--- src/rtl/dlk_pkg.sv ---
// Shared types and constants of the display link keepalive receiver.
// Item and result records, status codes, request codes and frame byte values.
`timescale 1ns / 1ps

package dlk_pkg;

  typedef enum logic [2:0] {
    REQ_FRAME   = 3'd0,
    REQ_TICK    = 3'd1,
    REQ_POP     = 3'd2,
    REQ_ARM     = 3'd3,
    REQ_RELEASE = 3'd4
  } req_t;

  typedef enum logic [2:0] {
    ST_IDLE    = 3'd0,
    ST_WAIT    = 3'd1,
    ST_PARTIAL = 3'd2,
    ST_DONE    = 3'd3,
    ST_ERROR   = 3'd4
  } slot_st_t;

  // Configuration register indexes
  localparam logic [2:0] REG_SYNC_TX_ID   = 3'd0;
  localparam logic [2:0] REG_SYNC_RX_ID   = 3'd1;
  localparam logic [2:0] REG_REPLY_MASK   = 3'd2;
  localparam logic [2:0] REG_KEYPRESS_ID  = 3'd3;
  localparam logic [2:0] REG_TEXT_FUNC_ID = 3'd4;
  localparam logic [2:0] REG_CTRL_FUNC_ID = 3'd5;
  localparam logic [2:0] REG_PING_LIMIT   = 3'd6;
  localparam logic [2:0] REG_FILLER_BYTE  = 3'd7;

  // Link flag bits
  localparam logic [2:0] LF_FAILED = 3'b001;
  localparam logic [2:0] LF_START  = 3'b010;
  localparam logic [2:0] LF_ALIVE  = 3'b100;

  localparam logic [6:0] PING_LIMIT_RST = 7'd10;
  localparam logic [7:0] FILLER_RST     = 8'h81;

  // Frame byte values
  localparam logic [7:0] B_SYNC_REQ0  = 8'h61;
  localparam logic [7:0] B_SYNC_REQ1  = 8'h11;
  localparam logic [7:0] B_ALIVE      = 8'h69;
  localparam logic [7:0] B_ACK        = 8'h74;
  localparam logic [7:0] B_PART0      = 8'h30;
  localparam logic [7:0] B_KEY_HDR    = 8'h03;
  localparam logic [7:0] B_KEY_PRESS  = 8'h89;
  localparam logic [7:0] B_PING       = 8'h79;
  localparam logic [7:0] B_SYNC_OUT   = 8'h7A;
  localparam logic [7:0] B_ANSWER0    = 8'h70;
  localparam logic [7:0] B_ANSWER1    = 8'h1A;
  localparam logic [7:0] B_PAD_FIXED  = 8'h81;
  localparam logic [7:0] B_ONE        = 8'h01;
  localparam logic [7:0] B_ZERO       = 8'h00;

  typedef struct packed {
    logic [2:0]  req_type;
    logic [10:0] frame_id;
    logic [7:0]  byte0;
    logic [7:0]  byte1;
    logic [7:0]  byte2;
    logic [7:0]  byte3;
    logic        slot;
  } item_t;

  typedef struct packed {
    logic [10:0] sync_tx_id;
    logic [10:0] sync_rx_id;
    logic [10:0] reply_flag_mask;
    logic [10:0] keypress_id;
    logic [10:0] text_func_id;
    logic [10:0] ctrl_func_id;
    logic [6:0]  ping_limit;
    logic [7:0]  filler_byte;
  } cfg_t;

  typedef struct packed {
    logic        tx_valid;
    logic [10:0] tx_id;
    logic [63:0] tx_data;
    logic        last;
    logic        key_valid;
    logic [15:0] key_code;
    logic [2:0]  link_status;
    logic [2:0]  text_slot_status;
    logic [2:0]  ctrl_slot_status;
  } res_t;

endpackage

--- src/rtl/dlk_ram.sv ---
// Generic single-write, single-read RAM with registered read data.
// Standalone; no package dependency.
`timescale 1ns / 1ps

module dlk_ram #(
  parameter int WIDTH = 16,
  parameter int DEPTH = 8,
  localparam int AW = (DEPTH > 1) ? $clog2(DEPTH) : 1
) (
  input  logic             clk,
  input  logic             we,
  input  logic [AW-1:0]    waddr,
  input  logic [WIDTH-1:0] wdata,
  input  logic [AW-1:0]    raddr,
  output logic [WIDTH-1:0] rdata
);

  logic [WIDTH-1:0] mem_r [DEPTH];
  logic [WIDTH-1:0] rdata_r;

  always_ff @(posedge clk) begin
    if (we) begin
      mem_r[waddr] <= wdata;
    end
    rdata_r <= mem_r[raddr];
  end

  assign rdata = rdata_r;

endmodule

--- src/rtl/dlk_engine.sv ---
// Per-item logic and link, slot and key queue state of the receiver.
// Uses dlk_pkg and one dlk_ram for the key queue.
`timescale 1ns / 1ps

module dlk_engine #(
  parameter int KEY_QUEUE_DEPTH = 8
) (
  input  logic          clk,
  input  logic          rst_n,
  input  logic          fire,
  input  dlk_pkg::item_t item,
  input  dlk_pkg::cfg_t  cfg,
  output dlk_pkg::res_t  res0,
  output dlk_pkg::res_t  res1,
  output logic          two_res
);
  import dlk_pkg::*;

  localparam int PW = $clog2(KEY_QUEUE_DEPTH);
  localparam logic [PW-1:0] PTR_LAST = PW'(KEY_QUEUE_DEPTH - 1);

  logic [2:0]    lf_r, lf_nxt;
  logic [6:0]    cd_r, cd_nxt;
  slot_st_t      ss_r [2];
  slot_st_t      ss_nxt [2];
  logic [PW-1:0] wp_r, wp_nxt, rp_r, rp_nxt, wp_inc, rp_inc, raddr;
  logic          push, do_tick, kv, slot_hit, slot_sel;
  logic [15:0]   kc, ram_rdata, byp_data_r;
  logic          byp_r;
  logic [10:0]   base_id;
  logic [6:0]    cd_dec;
  logic          f0_v, f1_v;
  logic [10:0]   f0_id;
  logic [63:0]   f0_data, f1_data;
  logic [7:0]    fb;

  assign fb     = cfg.filler_byte;
  assign wp_inc = (wp_r == PTR_LAST) ? '0 : wp_r + 1'b1;
  assign rp_inc = (rp_r == PTR_LAST) ? '0 : rp_r + 1'b1;
  assign base_id = item.frame_id & ~cfg.reply_flag_mask;
  assign kc = byp_r ? byp_data_r : ram_rdata;

  always_comb begin
    lf_nxt    = lf_r;
    cd_nxt    = cd_r;
    ss_nxt[0] = ss_r[0];
    ss_nxt[1] = ss_r[1];
    wp_nxt    = wp_r;
    rp_nxt    = rp_r;
    push      = 1'b0;
    do_tick   = 1'b0;
    kv        = 1'b0;
    slot_hit  = 1'b0;
    slot_sel  = 1'b0;
    cd_dec    = '0;
    f0_v      = 1'b0;
    f0_id     = '0;
    f0_data   = '0;
    f1_v      = 1'b0;
    f1_data   = '0;
    case (item.req_type)
      REQ_FRAME: begin
        if (item.frame_id == cfg.sync_rx_id) begin
          if (item.byte0 == B_SYNC_REQ0 && item.byte1 == B_SYNC_REQ1) begin
            f0_v    = 1'b1;
            f0_id   = cfg.sync_tx_id;
            f0_data = {B_ANSWER0, B_ANSWER1, B_SYNC_REQ1, B_ZERO,
                       B_ZERO, B_ZERO, B_ZERO, B_ONE};
            lf_nxt  = lf_r & ~LF_FAILED;
            if (item.byte2 == B_ONE) begin
              lf_nxt = lf_nxt | LF_START;
            end
          end else if (item.byte0 == B_ALIVE) begin
            lf_nxt  = lf_r | LF_ALIVE;
            do_tick = 1'b1;
          end
        end else if ((item.frame_id & cfg.reply_flag_mask) != '0) begin
          if (cfg.text_func_id == base_id) begin
            slot_hit = 1'b1;
            slot_sel = 1'b0;
          end else if (cfg.ctrl_func_id == base_id) begin
            slot_hit = 1'b1;
            slot_sel = 1'b1;
          end
          if (slot_hit && ss_r[slot_sel] == ST_WAIT) begin
            if (item.byte0 == B_ACK) begin
              ss_nxt[slot_sel] = ST_DONE;
            end else if (item.byte0 == B_PART0 && item.byte1 == B_ONE &&
                         item.byte2 == B_ZERO) begin
              ss_nxt[slot_sel] = ST_PARTIAL;
            end else begin
              ss_nxt[slot_sel] = ST_ERROR;
            end
          end
        end else if (item.frame_id == cfg.keypress_id &&
                     item.byte0 == B_KEY_HDR && item.byte1 != B_KEY_PRESS) begin
          // malformed key frame: drop without acknowledge
        end else begin
          if (item.frame_id == cfg.keypress_id && wp_inc != rp_r) begin
            push   = 1'b1;
            wp_nxt = wp_inc;
          end
          f0_v    = 1'b1;
          f0_id   = item.frame_id | cfg.reply_flag_mask;
          f0_data = {B_ACK, fb, fb, fb, fb, fb, fb, fb};
        end
      end
      REQ_TICK: do_tick = 1'b1;
      REQ_POP: begin
        if (wp_r != rp_r) begin
          kv     = 1'b1;
          rp_nxt = rp_inc;
        end
      end
      REQ_ARM:     ss_nxt[item.slot] = ST_WAIT;
      REQ_RELEASE: ss_nxt[item.slot] = ST_IDLE;
      default: ;
    endcase

    if (do_tick) begin
      f0_v    = 1'b1;
      f0_id   = cfg.sync_tx_id;
      f0_data = {B_PING, B_ZERO, fb, fb, fb, fb, fb, fb};
      if ((lf_nxt & (LF_FAILED | LF_START)) != '0) begin
        f1_v    = 1'b1;
        f1_data = {B_SYNC_OUT, B_ONE, B_PAD_FIXED, B_PAD_FIXED,
                   B_PAD_FIXED, B_PAD_FIXED, B_PAD_FIXED, B_PAD_FIXED};
        lf_nxt  = lf_nxt & ~LF_START;
      end else if ((lf_nxt & LF_ALIVE) != '0) begin
        cd_nxt = cfg.ping_limit;
        lf_nxt = lf_nxt & ~LF_ALIVE;
      end else begin
        // count down, saturate at zero
        cd_dec = (cd_r != '0) ? cd_r - 1'b1 : '0;
        cd_nxt = cd_dec;
        if (cd_dec == '0) begin
          lf_nxt = LF_FAILED;
        end
      end
    end
  end

  always_comb begin
    res0 = '0;
    res1 = '0;
    res0.tx_valid         = f0_v;
    res0.tx_id            = f0_id;
    res0.tx_data          = f0_data;
    res0.last             = !f1_v;
    res0.key_valid        = kv;
    res0.key_code         = kv ? kc : '0;
    res0.link_status      = lf_nxt;
    res0.text_slot_status = ss_nxt[0];
    res0.ctrl_slot_status = ss_nxt[1];
    res1.tx_valid         = 1'b1;
    res1.tx_id            = cfg.sync_tx_id;
    res1.tx_data          = f1_data;
    res1.last             = 1'b1;
    res1.link_status      = lf_nxt;
    res1.text_slot_status = ss_nxt[0];
    res1.ctrl_slot_status = ss_nxt[1];
  end

  assign two_res = f1_v;

  // Read address runs one step ahead so the head key is ready at pop time
  assign raddr = fire ? rp_nxt : rp_r;

  dlk_ram #(
    .WIDTH(16),
    .DEPTH(KEY_QUEUE_DEPTH)
  ) u_key_ram (
    .clk  (clk),
    .we   (fire && push),
    .waddr(wp_r),
    .wdata({item.byte2, item.byte3}),
    .raddr(raddr),
    .rdata(ram_rdata)
  );

  // Write into the entry being read: forward the new key
  always_ff @(posedge clk) begin
    byp_r      <= fire && push && (wp_r == raddr);
    byp_data_r <= {item.byte2, item.byte3};
  end

  always_ff @(posedge clk) begin
    if (!rst_n) begin
      lf_r  <= LF_FAILED;
      cd_r  <= PING_LIMIT_RST;
      ss_r[0] <= ST_IDLE;
      ss_r[1] <= ST_IDLE;
      wp_r  <= '0;
      rp_r  <= '0;
    end else if (fire) begin
      lf_r  <= lf_nxt;
      cd_r  <= cd_nxt;
      ss_r[0] <= ss_nxt[0];
      ss_r[1] <= ss_nxt[1];
      wp_r  <= wp_nxt;
      rp_r  <= rp_nxt;
    end
  end

endmodule

--- src/rtl/dlk_res_fifo.sv ---
// Four-entry result queue; takes one or two results per cycle, gives one.
// Uses dlk_pkg for the result record.
`timescale 1ns / 1ps

module dlk_res_fifo (
  input  logic          clk,
  input  logic          rst_n,
  input  logic          push,
  input  logic          push_two,
  input  dlk_pkg::res_t  din0,
  input  dlk_pkg::res_t  din1,
  output logic          room_two,
  output logic          head_valid,
  output dlk_pkg::res_t  head,
  input  logic          pop
);
  import dlk_pkg::*;

  res_t       ent_r [4];
  logic [1:0] wp_r, wp_nxt, rp_r, rp_nxt;
  logic [2:0] cnt_r, cnt_nxt;
  logic       do_pop;

  assign head_valid = (cnt_r != '0);
  assign head       = ent_r[rp_r];
  assign room_two   = (cnt_r <= 3'd2);
  assign do_pop     = pop && head_valid;

  always_comb begin
    wp_nxt  = wp_r;
    cnt_nxt = cnt_r;
    rp_nxt  = rp_r;
    if (push) begin
      wp_nxt  = push_two ? wp_r + 2'd2 : wp_r + 2'd1;
      cnt_nxt = push_two ? cnt_r + 3'd2 : cnt_r + 3'd1;
    end
    if (do_pop) begin
      rp_nxt  = rp_r + 2'd1;
      cnt_nxt = cnt_nxt - 3'd1;
    end
  end

  always_ff @(posedge clk) begin
    if (push) begin
      ent_r[wp_r] <= din0;
      if (push_two) begin
        ent_r[wp_r + 2'd1] <= din1;
      end
    end
  end

  always_ff @(posedge clk) begin
    if (!rst_n) begin
      wp_r  <= '0;
      rp_r  <= '0;
      cnt_r <= '0;
    end else begin
      wp_r  <= wp_nxt;
      rp_r  <= rp_nxt;
      cnt_r <= cnt_nxt;
    end
  end

endmodule

--- src/rtl/display_link_keepalive_receiver_core.sv ---
// Top level of the display link keepalive receiver.
// Uses dlk_pkg, dlk_engine, dlk_ram and dlk_res_fifo.
//
//  Channel  Direction  Handshake             Carries
//  in_      slave      in_tvalid/in_tready   received frame, tick, pop, arm, release
//  out_     master     out_tvalid/out_tready one or two results per input transaction
//  cfg_     slave      cfg_valid/cfg_ready   register index and write data
//
// An input transaction is registered, then handled by the engine,
// which writes one or two results into a four-entry result queue.
// The engine takes an item whenever the queue has room for two results, so
// single-result items run one per cycle while out_tready is high, and
// two-result items are held back by the single output port of the queue.
// Reset is synchronous and clears control state; there is no clearing pass.
// cfg_ready is always high.
`timescale 1ns / 1ps

module display_link_keepalive_receiver_core #(
  parameter int KEY_QUEUE_DEPTH = 8
) (
  input  logic         clk,
  input  logic         rst_n,
  input  logic         in_tvalid,
  output logic         in_tready,
  input  logic [47:0]  in_tdata,   // frame_id, byte0, byte1, byte2, byte3, zero pad
  input  logic [3:0]   in_tuser,   // req_type, slot
  output logic         out_tvalid,
  input  logic         out_tready,
  output logic [103:0] out_tdata,  // tx_id, tx_data, key_code, link_status,
                                   // text_slot_status, ctrl_slot_status, zero pad
  output logic [1:0]   out_tuser,  // tx_valid, key_valid
  output logic         out_tlast,
  input  logic         cfg_valid,
  output logic         cfg_ready,
  input  logic [2:0]   cfg_addr,
  input  logic [10:0]  cfg_data
);
  import dlk_pkg::*;

  cfg_t  cfg_r;
  item_t item_r;
  logic  item_vld_r;
  logic  fire, room_two, head_valid, two_res;
  res_t  res0, res1, head;

  assign cfg_ready = 1'b1;

  always_ff @(posedge clk) begin
    if (!rst_n) begin
      cfg_r.sync_tx_id      <= '0;
      cfg_r.sync_rx_id      <= '0;
      cfg_r.reply_flag_mask <= '0;
      cfg_r.keypress_id     <= '0;
      cfg_r.text_func_id    <= '0;
      cfg_r.ctrl_func_id    <= '0;
      cfg_r.ping_limit      <= PING_LIMIT_RST;
      cfg_r.filler_byte     <= FILLER_RST;
    end else if (cfg_valid) begin
      case (cfg_addr)
        REG_SYNC_TX_ID:   cfg_r.sync_tx_id      <= cfg_data;
        REG_SYNC_RX_ID:   cfg_r.sync_rx_id      <= cfg_data;
        REG_REPLY_MASK:   cfg_r.reply_flag_mask <= cfg_data;
        REG_KEYPRESS_ID:  cfg_r.keypress_id     <= cfg_data;
        REG_TEXT_FUNC_ID: cfg_r.text_func_id    <= cfg_data;
        REG_CTRL_FUNC_ID: cfg_r.ctrl_func_id    <= cfg_data;
        REG_PING_LIMIT:   cfg_r.ping_limit      <= cfg_data[6:0];
        REG_FILLER_BYTE:  cfg_r.filler_byte     <= cfg_data[7:0];
        default: ;
      endcase
    end
  end

  // Input register: refill in the same cycle the held item is handled
  assign fire      = item_vld_r && room_two;
  assign in_tready = !item_vld_r || fire;

  always_ff @(posedge clk) begin
    if (!rst_n) begin
      item_vld_r <= 1'b0;
    end else if (in_tready) begin
      item_vld_r <= in_tvalid;
    end
  end

  always_ff @(posedge clk) begin
    if (in_tready && in_tvalid) begin
      item_r.req_type <= in_tuser[2:0];
      item_r.slot     <= in_tuser[3];
      item_r.frame_id <= in_tdata[10:0];
      item_r.byte0    <= in_tdata[18:11];
      item_r.byte1    <= in_tdata[26:19];
      item_r.byte2    <= in_tdata[34:27];
      item_r.byte3    <= in_tdata[42:35];
    end
  end

  dlk_engine #(
    .KEY_QUEUE_DEPTH(KEY_QUEUE_DEPTH)
  ) u_engine (
    .clk    (clk),
    .rst_n  (rst_n),
    .fire   (fire),
    .item   (item_r),
    .cfg    (cfg_r),
    .res0   (res0),
    .res1   (res1),
    .two_res(two_res)
  );

  dlk_res_fifo u_res_fifo (
    .clk       (clk),
    .rst_n     (rst_n),
    .push      (fire),
    .push_two  (two_res),
    .din0      (res0),
    .din1      (res1),
    .room_two  (room_two),
    .head_valid(head_valid),
    .head      (head),
    .pop       (out_tready)
  );

  assign out_tvalid = head_valid;
  assign out_tlast  = head.last;
  assign out_tuser  = {head.key_valid, head.tx_valid};
  assign out_tdata  = {4'b0000, head.ctrl_slot_status, head.text_slot_status,
                       head.link_status, head.key_code, head.tx_data, head.tx_id};

endmodule

--- config.mk ---
export PLATFORM = sky130hd
export DESIGN_NAME = display_link_keepalive_receiver_core
export DESIGN_NICKNAME = d
export VERILOG_FILES = /design/src/rtl/dlk_pkg.sv /design/src/rtl/dlk_ram.sv /design/src/rtl/dlk_engine.sv /design/src/rtl/dlk_res_fifo.sv /design/src/rtl/display_link_keepalive_receiver_core.sv
export SDC_FILE = /design/constraint.sdc
export NUM_CORES = 1
export LEC_CHECK = 0
export BUFFER_PORTS_ARGS = -buffer_cell sky130_fd_sc_hd__buf_2
export CAP_MARGIN = 30
export CORE_MARGIN = 8
export CORE_UTILIZATION = 62
export DETAILED_ROUTE_END_ITERATION = 8
export HOLD_SLACK_MARGIN = 0.12
export PLACE_DENSITY = 0.82
export SYNTH_ARGS = -nofsm -noshare
export SYNTH_HDL_FRONTEND = slang
export SYNTH_SLANG_ARGS = --single-unit
--- constraint.sdc ---
create_clock -name clk -period 7.6 [get_ports clk]
set_input_delay 1.14 -clock clk [delete_from_list [all_inputs] [get_ports clk]]
set_output_delay 1.14 -clock clk [all_outputs]
set_load 0.05 [all_outputs]
==> results.toml, run 1 <==
[run_status]
status = "complete, no violations"

[pwr]
switchingPower_mw = 2.41
combPwrFrac_pct = 18.9
power_leakage_nw = 9.52
finalPower_mw = 8.01
sw_frac_of_total_pct = 30.1
powerDensity_mw_per_mm2 = 295
peakVddDrop_uv = 204
pwr-share-clk_pct = 36.4
seqPwrFrac_pct = 44.8
p_int_mw = 5.60

[sta]
finalHoldViolations = 0
tns_ns = 0
max-slew-margin-rel_pct = 34.6
max_freq_ghz = 0.223
rsz0062_at_grt = "no"
skew_ns = 0.0184
fin_ws_ns = 3.11
tightest_slew_ns = 0.978
layout_worst_path_cycle_share_pct = 59.1
finalSetupViolCount = 0
maxSlewViolCount = 0
final.min_clock_period_ns = 4.49

[global_route]
grt_pass1_vias = 16898
grt_usage_pct = 26.6
overflow = 0
grt_max_degree = 87
antenna_found_initial = 1
grt_first_pass_wirelength_um = 94200

[min_path]
min-delay-path-class = "flip-flop to flip-flop"

[synthesis]
synth_enable_flop_cells = 289
ys.flop_type = "edfxtp_1"
syn_inst = 2111
synth.area.top_cells = "edfxtp_1 36%, dfxtp_1 23%, mux4_2 8.7%"
avgSynthCellArea_um2 = 11.5
synth_cell_types = 71
yosys.area.top_type = "edfxtp_1"
async_reset_ff_share_pct = 0
ys_ff_latch = 569
syn_area_mm2 = 0.0242
synth_top_area_share_pct = 35.9
yosysWarnings = 0
ys_seq_area_share_pct = 59.0

[worst_setup_path]
worstSetupPathType = "flip-flop to flip-flop"
cp-startpoint = "item_r[40]"
crit_required_ns = 7.89
r2r_end = "u_res_fifo.ent_r[0][96]"
crit_end = "u_res_fifo.ent_r[0][96]"
arrival_ns = 4.78
path_max_fanout = 18
r2r_slack_ns = 3.11
reg2reg_from = "item_r[40]"
end_kind = "flip-flop"
worst_setup_path_start_kind = "flip-flop"
reg2reg_depth = 10

[routing]
dr_wl_met2_um = 29200
ant_nets = 0
dr.pass1.iters = 5
met1_length_um = 23300
post_drt_wl_per_cell_um = 22.2
dr_wl_met3_um = 6670
vias = 17019
drt_iter0_markers = 1815
dr.max_layer_used = "met4"
routed_wl_um = 61100
via_per_inst = 6.18
drc = 0

[place]
io_buffers = 169
globalplace.congestion = 0.886
dp_hpwl_um = 37600
pre_cts_ws_ns = 3.30

[clocking]
cts_root_buffer = "clkbuf_16"
ctsHoldBuffers = 0
cts_resized = 0
cts_buffer_depth = 3
numClockSinks = 569
post_cts_buffers = 0
cts.clk_slew.worst_paths_ns = 0.06
cts_buffers = 56
clock_latency_ns = 0.63
htree_levels = 2
cts_tree = "yes"

[cells_and_area]
antennaDiodeCount = 0
regArea_mm2 = 0.0143
syn_to_final_growth_pct = 12.0
final_common_cell = "nand2_1"
num-nets-final = 2273
multi_input_area_mm2 = 0.00896
drive_gt1_share_pct = 19.3
final_cell_mix = "452 x nand2_1, 289 x edfxtp_1, 278 x dfxtp_1"
nFillCells = 2613

[floorplanning]
coreArea_mm2 = 0.0386
die_w_um = 214
placementRows = 72
die_y_um = 214
pin_count = 181
initial_utilization_pct = 62.8
die_area_mm2 = 0.0456

[job]
drv_cap = 0
[power by group through the flow]
stage / Combinational (mW) / Clock, mW / Sequential (mW)
2_1_floorplan: 1.21 / 0 / 3.56
3_3_place_gp: 1.48 / 0 / 3.63
3_5_place_dp: 1.50 / 0 / 3.65
4_1_cts: 1.51 / 2.92 / 3.58
5_1_grt: 1.59 / 3.05 / 3.61
6_report: 1.51 / 2.91 / 3.58
[worst max-delay path, stage by stage, from the launching register on]
cell and delay (ns):
edfxtp_1 0.50, xor2_1 0.19, nor4_1 0.59, and3_1 0.60, a31oi_4 0.38, nor2_4 0.37
nand3_1 0.35, inv_2 0.14, nor2_1 0.19, inv_1 0.45, buf_4 0.38
[state kept, by name (all words and copies together), names as in the netlist, 2 cells and up, named ones only]
name,count
u_engine.cd_r,7
u_res_fifo.rp_r,2
u_engine.u_key_ram.rdata,16
u_engine.wp_r,3
u_engine.lf_r,3
u_engine.byp_data_r,16
u_res_fifo.cnt_r,3
item_r,47
u_engine.u_key_ram.mem_r,128
cfg_r,81
u_res_fifo.ent_r,248
u_res_fifo.wp_r,2
u_engine.ss_r,6
u_engine.rp_r,3
[kinds of logic (layout without fill, tap and decap cells)]
| kind of cell | count (synthesis) | in the layout | synth area share, % |
|---|---|---|---|
| simple gates | 739 | 739 | 13.1 |
| compound gates | 382 | 382 | 10.0 |
| xor+xnor | 58 | 58 | 2.10 |
| fa+ha+maj | 15 | 15 | 0.776 |
| flops | 569 | 569 | 59.0 |
| buf+inv | 211 | 331 | 4.37 |
| other cells | 2 | 6 | 0.0310 |
| mux | 135 | 135 | 10.5 |
[stage by stage]
step | utilization (%) | instance area, µm² | cells | hold WS [ns]
finish | 70.3 | 27100 | 2753 | 0.454
detailed placement | 65.1 | 25100 | 2643 | 0.446
global placement | 64.9 | 25000 | 2636 | 0.429
CTS | 70.1 | 27000 | 2749 | 0.455
floorplan | - | 24200 | 2115 | 0.421
global route | 70.3 | 27100 | 2753 | 0.470
[worst min-delay path by stage]
stage	from	end	cells past startpoint
2_1_floorplan	u_res_fifo.ent_r[2][102]	u_res_fifo.ent_r[2][102]	1
3_3_place_gp	u_res_fifo.ent_r[0][102]	u_res_fifo.ent_r[0][102]	1
3_5_place_dp	u_res_fifo.ent_r[2][18]	u_res_fifo.ent_r[2][18]	2
4_1_cts	u_res_fifo.ent_r[3][73]	u_res_fifo.ent_r[3][73]	2
5_1_grt	u_res_fifo.ent_r[3][72]	u_res_fifo.ent_r[3][72]	2
6_report	u_res_fifo.ent_r[1][16]	u_res_fifo.ent_r[1][16]	2
[per-layer routing]
layer	up-vias	track usage, %
met2	1020	43.7
met5	-	0
li1	7626	-
met4	0	11.0
met3	146	5.86
met1	8227	34.2
[cells in the mapped netlist, types with 4 or more instances]
| library cell | number |
|---|---|
| nand2_1 | 452 |
| edfxtp_1 | 289 |
| dfxtp_1 | 280 |
| a21oi_1 | 149 |
| nor2_1 | 112 |
| clkbuf_1 | 95 |
| mux4_2 | 94 |
| a21boi_0 | 78 |
| nand3_1 | 66 |
| buf_4 | 54 |
| o31ai_1 | 49 |
| o21ai_0 | 46 |
| xnor2_1 | 36 |
| buf_2 | 32 |
| nor2b_1 | 26 |
| mux2i_1 | 24 |
| xor2_1 | 22 |
| mux2_2 | 16 |
| o21a_1 | 16 |
| ha_1 | 15 |
| inv_1 | 15 |
| and2_1 | 14 |
| nor3_1 | 13 |
| nor4_1 | 12 |
| buf_1 | 7 |
| nand2b_1 | 7 |
| a21o_1 | 5 |
| inv_2 | 5 |
| nand4_1 | 5 |
| a211oi_1 | 4 |
| nor3b_1 | 4 |
| o211a_1 | 4 |
| or3_1 | 4 |
[layout make-up]
| class | instances | share of cell area (%) |
|---|---|---|
| Sequential cell | 569 | 52.7 |
| Multi-Input combinational cell | 1335 | 33.1 |
| Clock inverter | 33 | 1.55 |
| Tap cell | 518 | 2.39 |
| Timing Repair Buffer | 205 | 4.35 |
| Clock buffer | 73 | 5.64 |
| Inverter | 20 | 0.277 |
No activity file was read; power rests on OpenSTA's default activity.
==> inputs of run 2 (changes only) <==
CORE_UTILIZATION = 54   (was 62)
PLACE_DENSITY = 0.76   (was 0.82)
clock period = 3.85 ns   (was 7.6 ns; I/O delays follow)
==> results.toml, run 2 (synthesis results as in run 1) <==
[run_status]
status = "complete, no violations"

[sta]
max-slew-margin-rel_pct = 39.4
finalHoldViolations = 0
final.min_clock_period_ns = 3.50
max_freq_ghz = 0.286
skew_ns = 0.0294
hold_ws_ns = 0.153
maxSlewViolCount = 0
tns_ns = 0
tightest_slew_ns = 0.906
finalSetupViolCount = 0
layout_worst_path_cycle_share_pct = 90.9
rsz0062_at_grt = "no"

[clocking]
cts_buffers = 55
numClockSinks = 569
clock_latency_ns = 0.62
cts_buffer_depth = 3
cts_root_buffer = "clkbuf_16"
cts_tree = "yes"
cts.clk_slew.worst_paths_ns = 0.06
post_cts_buffers = 0
htree_levels = 2
ctsHoldBuffers = 22
cts_resized = 0

[worst_setup_path]
worst_setup_path_start_kind = "flip-flop"
cp_top_family = "simple AND/OR/NAND/NOR gates"
crit_buf_inv = 2
path_max_fanout = 55
path_cells = "xor2_1 -> nor4_1 -> nand3_1 -> o21a_1 -> nor2_4 -> nand3_1 -> inv_2 -> buf_4 -> o31ai_1"
crit_required_ns = 4.19
arrival_ns = 3.84
slowest_delay_ns = 0.57
crit_slowest_cell = "buf_4"
path_common_cell = "nand3_1"
end_kind = "flip-flop"
worstSetupPathType = "flip-flop to flip-flop"

[cells_and_area]
top_register = "u_res_fifo.ent_r"
syn_to_final_growth_pct = 13.6
multi_input_area_mm2 = 0.00895
reg.largest.list = "u_res_fifo.ent_r: 248 flops, u_engine.u_key_ram.mem_r: 128 flops, cfg_r: 81 flops"
final_cell_mix = "451 x nand2_1, 289 x edfxtp_1, 278 x dfxtp_1"
largest_register_ffs = 248
num-nets-final = 2314
final_common_cell = "nand2_1"
regArea_mm2 = 0.0143
antennaDiodeCount = 0
drive_gt1_share_pct = 19.8
nFillCells = 3320
design_area_mm2 = 0.0275

[floorplanning]
coreArea_mm2 = 0.0442
initial_utilization_pct = 54.7
pin_count = 181
placementRows = 77
die_w_um = 228
die_area_mm2 = 0.0518
die_y_um = 228

[place]
io_buffers = 169
placed_area_mm2 = 0.0254
dp_hpwl_um = 38500
globalplace.congestion = 0.886

[pwr]
peakVddDrop_uv = 503
powerDensity_mw_per_mm2 = 569
power_leakage_nw = 9.69

[routing]
ant_nets = 0
vias = 16854
routed_wl_um = 60900
post_drt_wl_per_cell_um = 21.2
drc = 0
dr.pass1.iters = 5
drt_iter0_markers = 1957
via_per_inst = 5.88

[global_route]
grt_usage_pct = 22.8
grt_pass1_vias = 16922
antenna_found_initial = 2
grt_first_pass_wirelength_um = 95200
grt_max_degree = 69
overflow = 0

[min_path]
min-delay-path-class = "input pin to flip-flop"

[job]
drv_cap = 0
## run 2: cell count changes in the layout (fill, tap and decap cells not counted), moves of 4 or more
cell,delta
clkinv_2,+6
buf_12,+4
dlygate4sd3_1,+22
buf_8,-4
clkbuf_8,+5
buf_4,+26
## run 2: worst register-to-register path, cell delays in order (launching register included)
cell and delay [ns]:
edfxtp_1 0.51, xor2_1 0.20, nor4_1 0.45, nand3_1 0.35
o21a_1 0.31, nor2_4 0.16, nand3_1 0.31, inv_2 0.15
buf_4 0.57, o31ai_1 0.22
## run 2: per-stage QoR
step           total power [mW]  worst slack [ns]  utilization, %  cells
3_3_place_gp               10.1             0.498            57.3   2739
4_1_cts                    15.7             0.354            62.2   2867
6_report                   15.6             0.349            62.2   2867
5_1_grt                    16.1            0.0789            62.2   2867
3_5_place_dp               10.2             0.395            57.4   2741
2_1_floorplan              9.43             0.130               -   2115
## run 2: cell type report
cell class              count  share of cell area, %
multi-input cells        1335                   32.6
inverters                  20                  0.273
clock inverters            31                   1.24
well taps                 592                   2.69
flip-flops and latches    569                   52.0
repair buffers            247                   5.66
clock buffers              73                   5.58
## run 2: worst paths after layout
path,from,endpoint,slack (ns),depth (start not counted)
worst min register to register,u_res_fifo.ent_r[2][20],u_res_fifo.ent_r[2][20],0.45,2
worst max-delay path,item_r[40],u_res_fifo.ent_r[0][95],0.35,9
worst max register to register,item_r[40],u_res_fifo.ent_r[0][95],0.35,9
worst min-delay path,in_tdata[9],item_r[42],0.15,1
## run 2: metal layers
metal  vias to the layer above  wire length, µm  GRT usage, %
met1                      8247            25100          30.8
li1                       7700                -             -
met5                         -               22             0
met4                         4             1560          7.75
met2                       787            28700          36.3
met3                       116             5520          4.89
## run 2: where the power goes
part / leakage, nW / internal [mW] / switching (mW)
Sequential: 4.96 / 6.77 / 0.306
Clock: 0.929 / 3.21 / 2.33
Combinational: 3.80 / 0.914 / 2.10
Total: 9.69 / 10.9 / 4.73
==> inputs of run 3 (changes only) <==
REMOVE_ABC_BUFFERS = 1   (was not set)
==> results.toml, run 3 (synthesis results as in run 1) <==
[routing]
drc = 0
routed_wl_um = 62600
drt_iter0_markers = 1548
dr.pass1.iters = 5
post_drt_wl_per_cell_um = 21.9
vias = 16862
via_per_inst = 5.90
ant_nets = 0

[min_path]
hold_depth = 1
min-delay-path-class = "input pin to flip-flop"
holdPathEnd = "item_r[21]"
holdCritStartpoint = "in_tdata[23]"

[place]
globalplace.congestion = 0.875
io_buffers = 169
dp_hpwl_um = 39600
post-place-cells = 2743
pre_cts_ws_ns = 0.307

[cells_and_area]
post-route-util_pct = 62.2
antennaDiodeCount = 0
layoutNonFillerInstCount = 2856
syn_to_final_growth_pct = 13.6
reg.largest.list = "u_res_fifo.ent_r: 248 flops, u_engine.u_key_ram.mem_r: 128 flops, cfg_r: 81 flops"
largest_register_ffs = 248
num-nets-final = 2304
top_register = "u_res_fifo.ent_r"
drive_gt1_share_pct = 19.9
final_cell_mix = "451 x nand2_1, 289 x edfxtp_1, 278 x dfxtp_1"
final_common_cell = "nand2_1"

[pwr]
power_leakage_nw = 9.68
combPwrFrac_pct = 19.1
sw_frac_of_total_pct = 29.9
powerDensity_mw_per_mm2 = 572
switchingPower_mw = 4.70
p_int_mw = 11.0
peakVddDrop_uv = 462
finalPower_mw = 15.7
pwr-share-clk_pct = 35.7
seqPwrFrac_pct = 45.1

[worst_setup_path]
r2r_end = "u_engine.u_key_ram.mem_r[2][11]"
r2r_slack_ns = 0.27
reg2reg_depth = 8
worst_setup_path_start_kind = "flip-flop"
path_cells = "or3b_1 -> or4_1 -> o21ai_1 -> o21ai_1 -> nor3_4 -> nand3_1 -> nor3b_2 -> buf_4"
reg2reg_from = "item_r[18]"
path_common_cell = "o21ai_1"
slowest_delay_ns = 0.63
worstSetupPathType = "flip-flop to flip-flop"
crit_required_ns = 4.14
arrival_ns = 3.87
crit_slowest_cell = "nor3_4"
end_kind = "flip-flop"
path_max_fanout = 14

[clocking]
cts_tree = "yes"
cts_root_buffer = "clkbuf_16"
clock_latency_ns = 0.62
cts_buffer_depth = 3
post_cts_buffers = 0
htree_levels = 2
cts_buffers = 56
cts.clk_slew.worst_paths_ns = 0.06
numClockSinks = 569

[sta]
layout_worst_path_cycle_share_pct = 93.1
finalSetupViolCount = 0
rsz0062_at_grt = "no"
tightest_slew_ns = 1.01
finalHoldViolations = 0
fin_ws_ns = 0.266
final.min_clock_period_ns = 3.58
max-slew-margin-rel_pct = 32.1
skew_ns = 0.0371
maxSlewViolCount = 0
max_freq_ghz = 0.279

[global_route]
grt_usage_pct = 23.4
grt_first_pass_wirelength_um = 97100
grt_max_degree = 73
overflow = 0
antenna_found_initial = 1
grt_pass1_vias = 17336

[floorplanning]
coreArea_mm2 = 0.0442
initial_utilization_pct = 54.7
placementRows = 77
die_y_um = 228
pin_count = 181
die_w_um = 228
die_area_mm2 = 0.0518

[run_status]
status = "complete, no violations"

[job]
drv_cap = 0
run 3: cell types whose count changed in the layout (fill, tap and decap cells not counted), moves of 2 or more:
cell,change
buf_12,+9
dlygate4sd3_1,-13
bufinv_16,+2
clkinv_2,-2
buf_4,-7
clkbuf_8,-4
clkbuf_1,+2
run 3: through the flow:
step                      setup TNS, ns  hold WS (ns)  cell area, µm²
after floorplan                 -132.37         0.421           23200
after global placement                0         0.430           25500
after detailed placement              0         0.434           25500
after CTS                             0         0.122           27500
after global routing                  0         0.131           27500
final                                 0         0.149           27500
run 3: layout make-up:
cell class	count	area, µm²
multi-input cells	1335	8940
clock buffers	74	1520
inverters	20	75.1
fillers	3327	16700
repair buffers	236	1550
clock inverters	30	362
flip-flops and latches	569	14300
well taps	592	741
run 3: worst max path at each step:
stage	cells after the start	startpoint	end	slack, ns
global route	8	item_r[18]	u_engine.u_key_ram.mem_r[2][11]	0.1
global placement	8	item_r[18]	u_engine.u_key_ram.mem_r[2][1]	0.35
detailed placement	8	item_r[18]	u_engine.u_key_ram.mem_r[2][10]	0.31
CTS	8	item_r[18]	u_engine.u_key_ram.mem_r[2][11]	0.31
finish	8	item_r[18]	u_engine.u_key_ram.mem_r[2][11]	0.27
floorplan	7	item_r[18]	u_engine.u_key_ram.mem_r[1][0]	-1.06
run 3: power by group through the flow:
stage                     Sequential (mW)  Combinational, mW  Clock [mW]
after floorplan                      7.20               2.06           0
after global placement               7.20               2.96           0
after detailed placement             7.23               3.01           0
after CTS                            7.10               3.03        5.67
after global routing                 7.15               3.18        5.92
final                                7.10               3.01        5.62
run 3: what timing repair did:
action,CTS,global route
endpoints found under the hold margin,9,0
resized for setup,0,0
hold buffers,9,0
run 3: critical path, delay by kind of cell, from the launching register on:
family          cells  cell delay, ns
compound gates      2            0.56
simple gates        5            2.12
flops               1            0.34
buf+inv             1            0.26
run 3: metal layers:
metal	part of all wire (%)	vias up	global-route usage, %
met5	0	-	0
li1	-	7686	-
met4	4.2	0	11.1
met1	38	8239	27.9
met2	51	762	40.8
met3	6.9	175	4.03
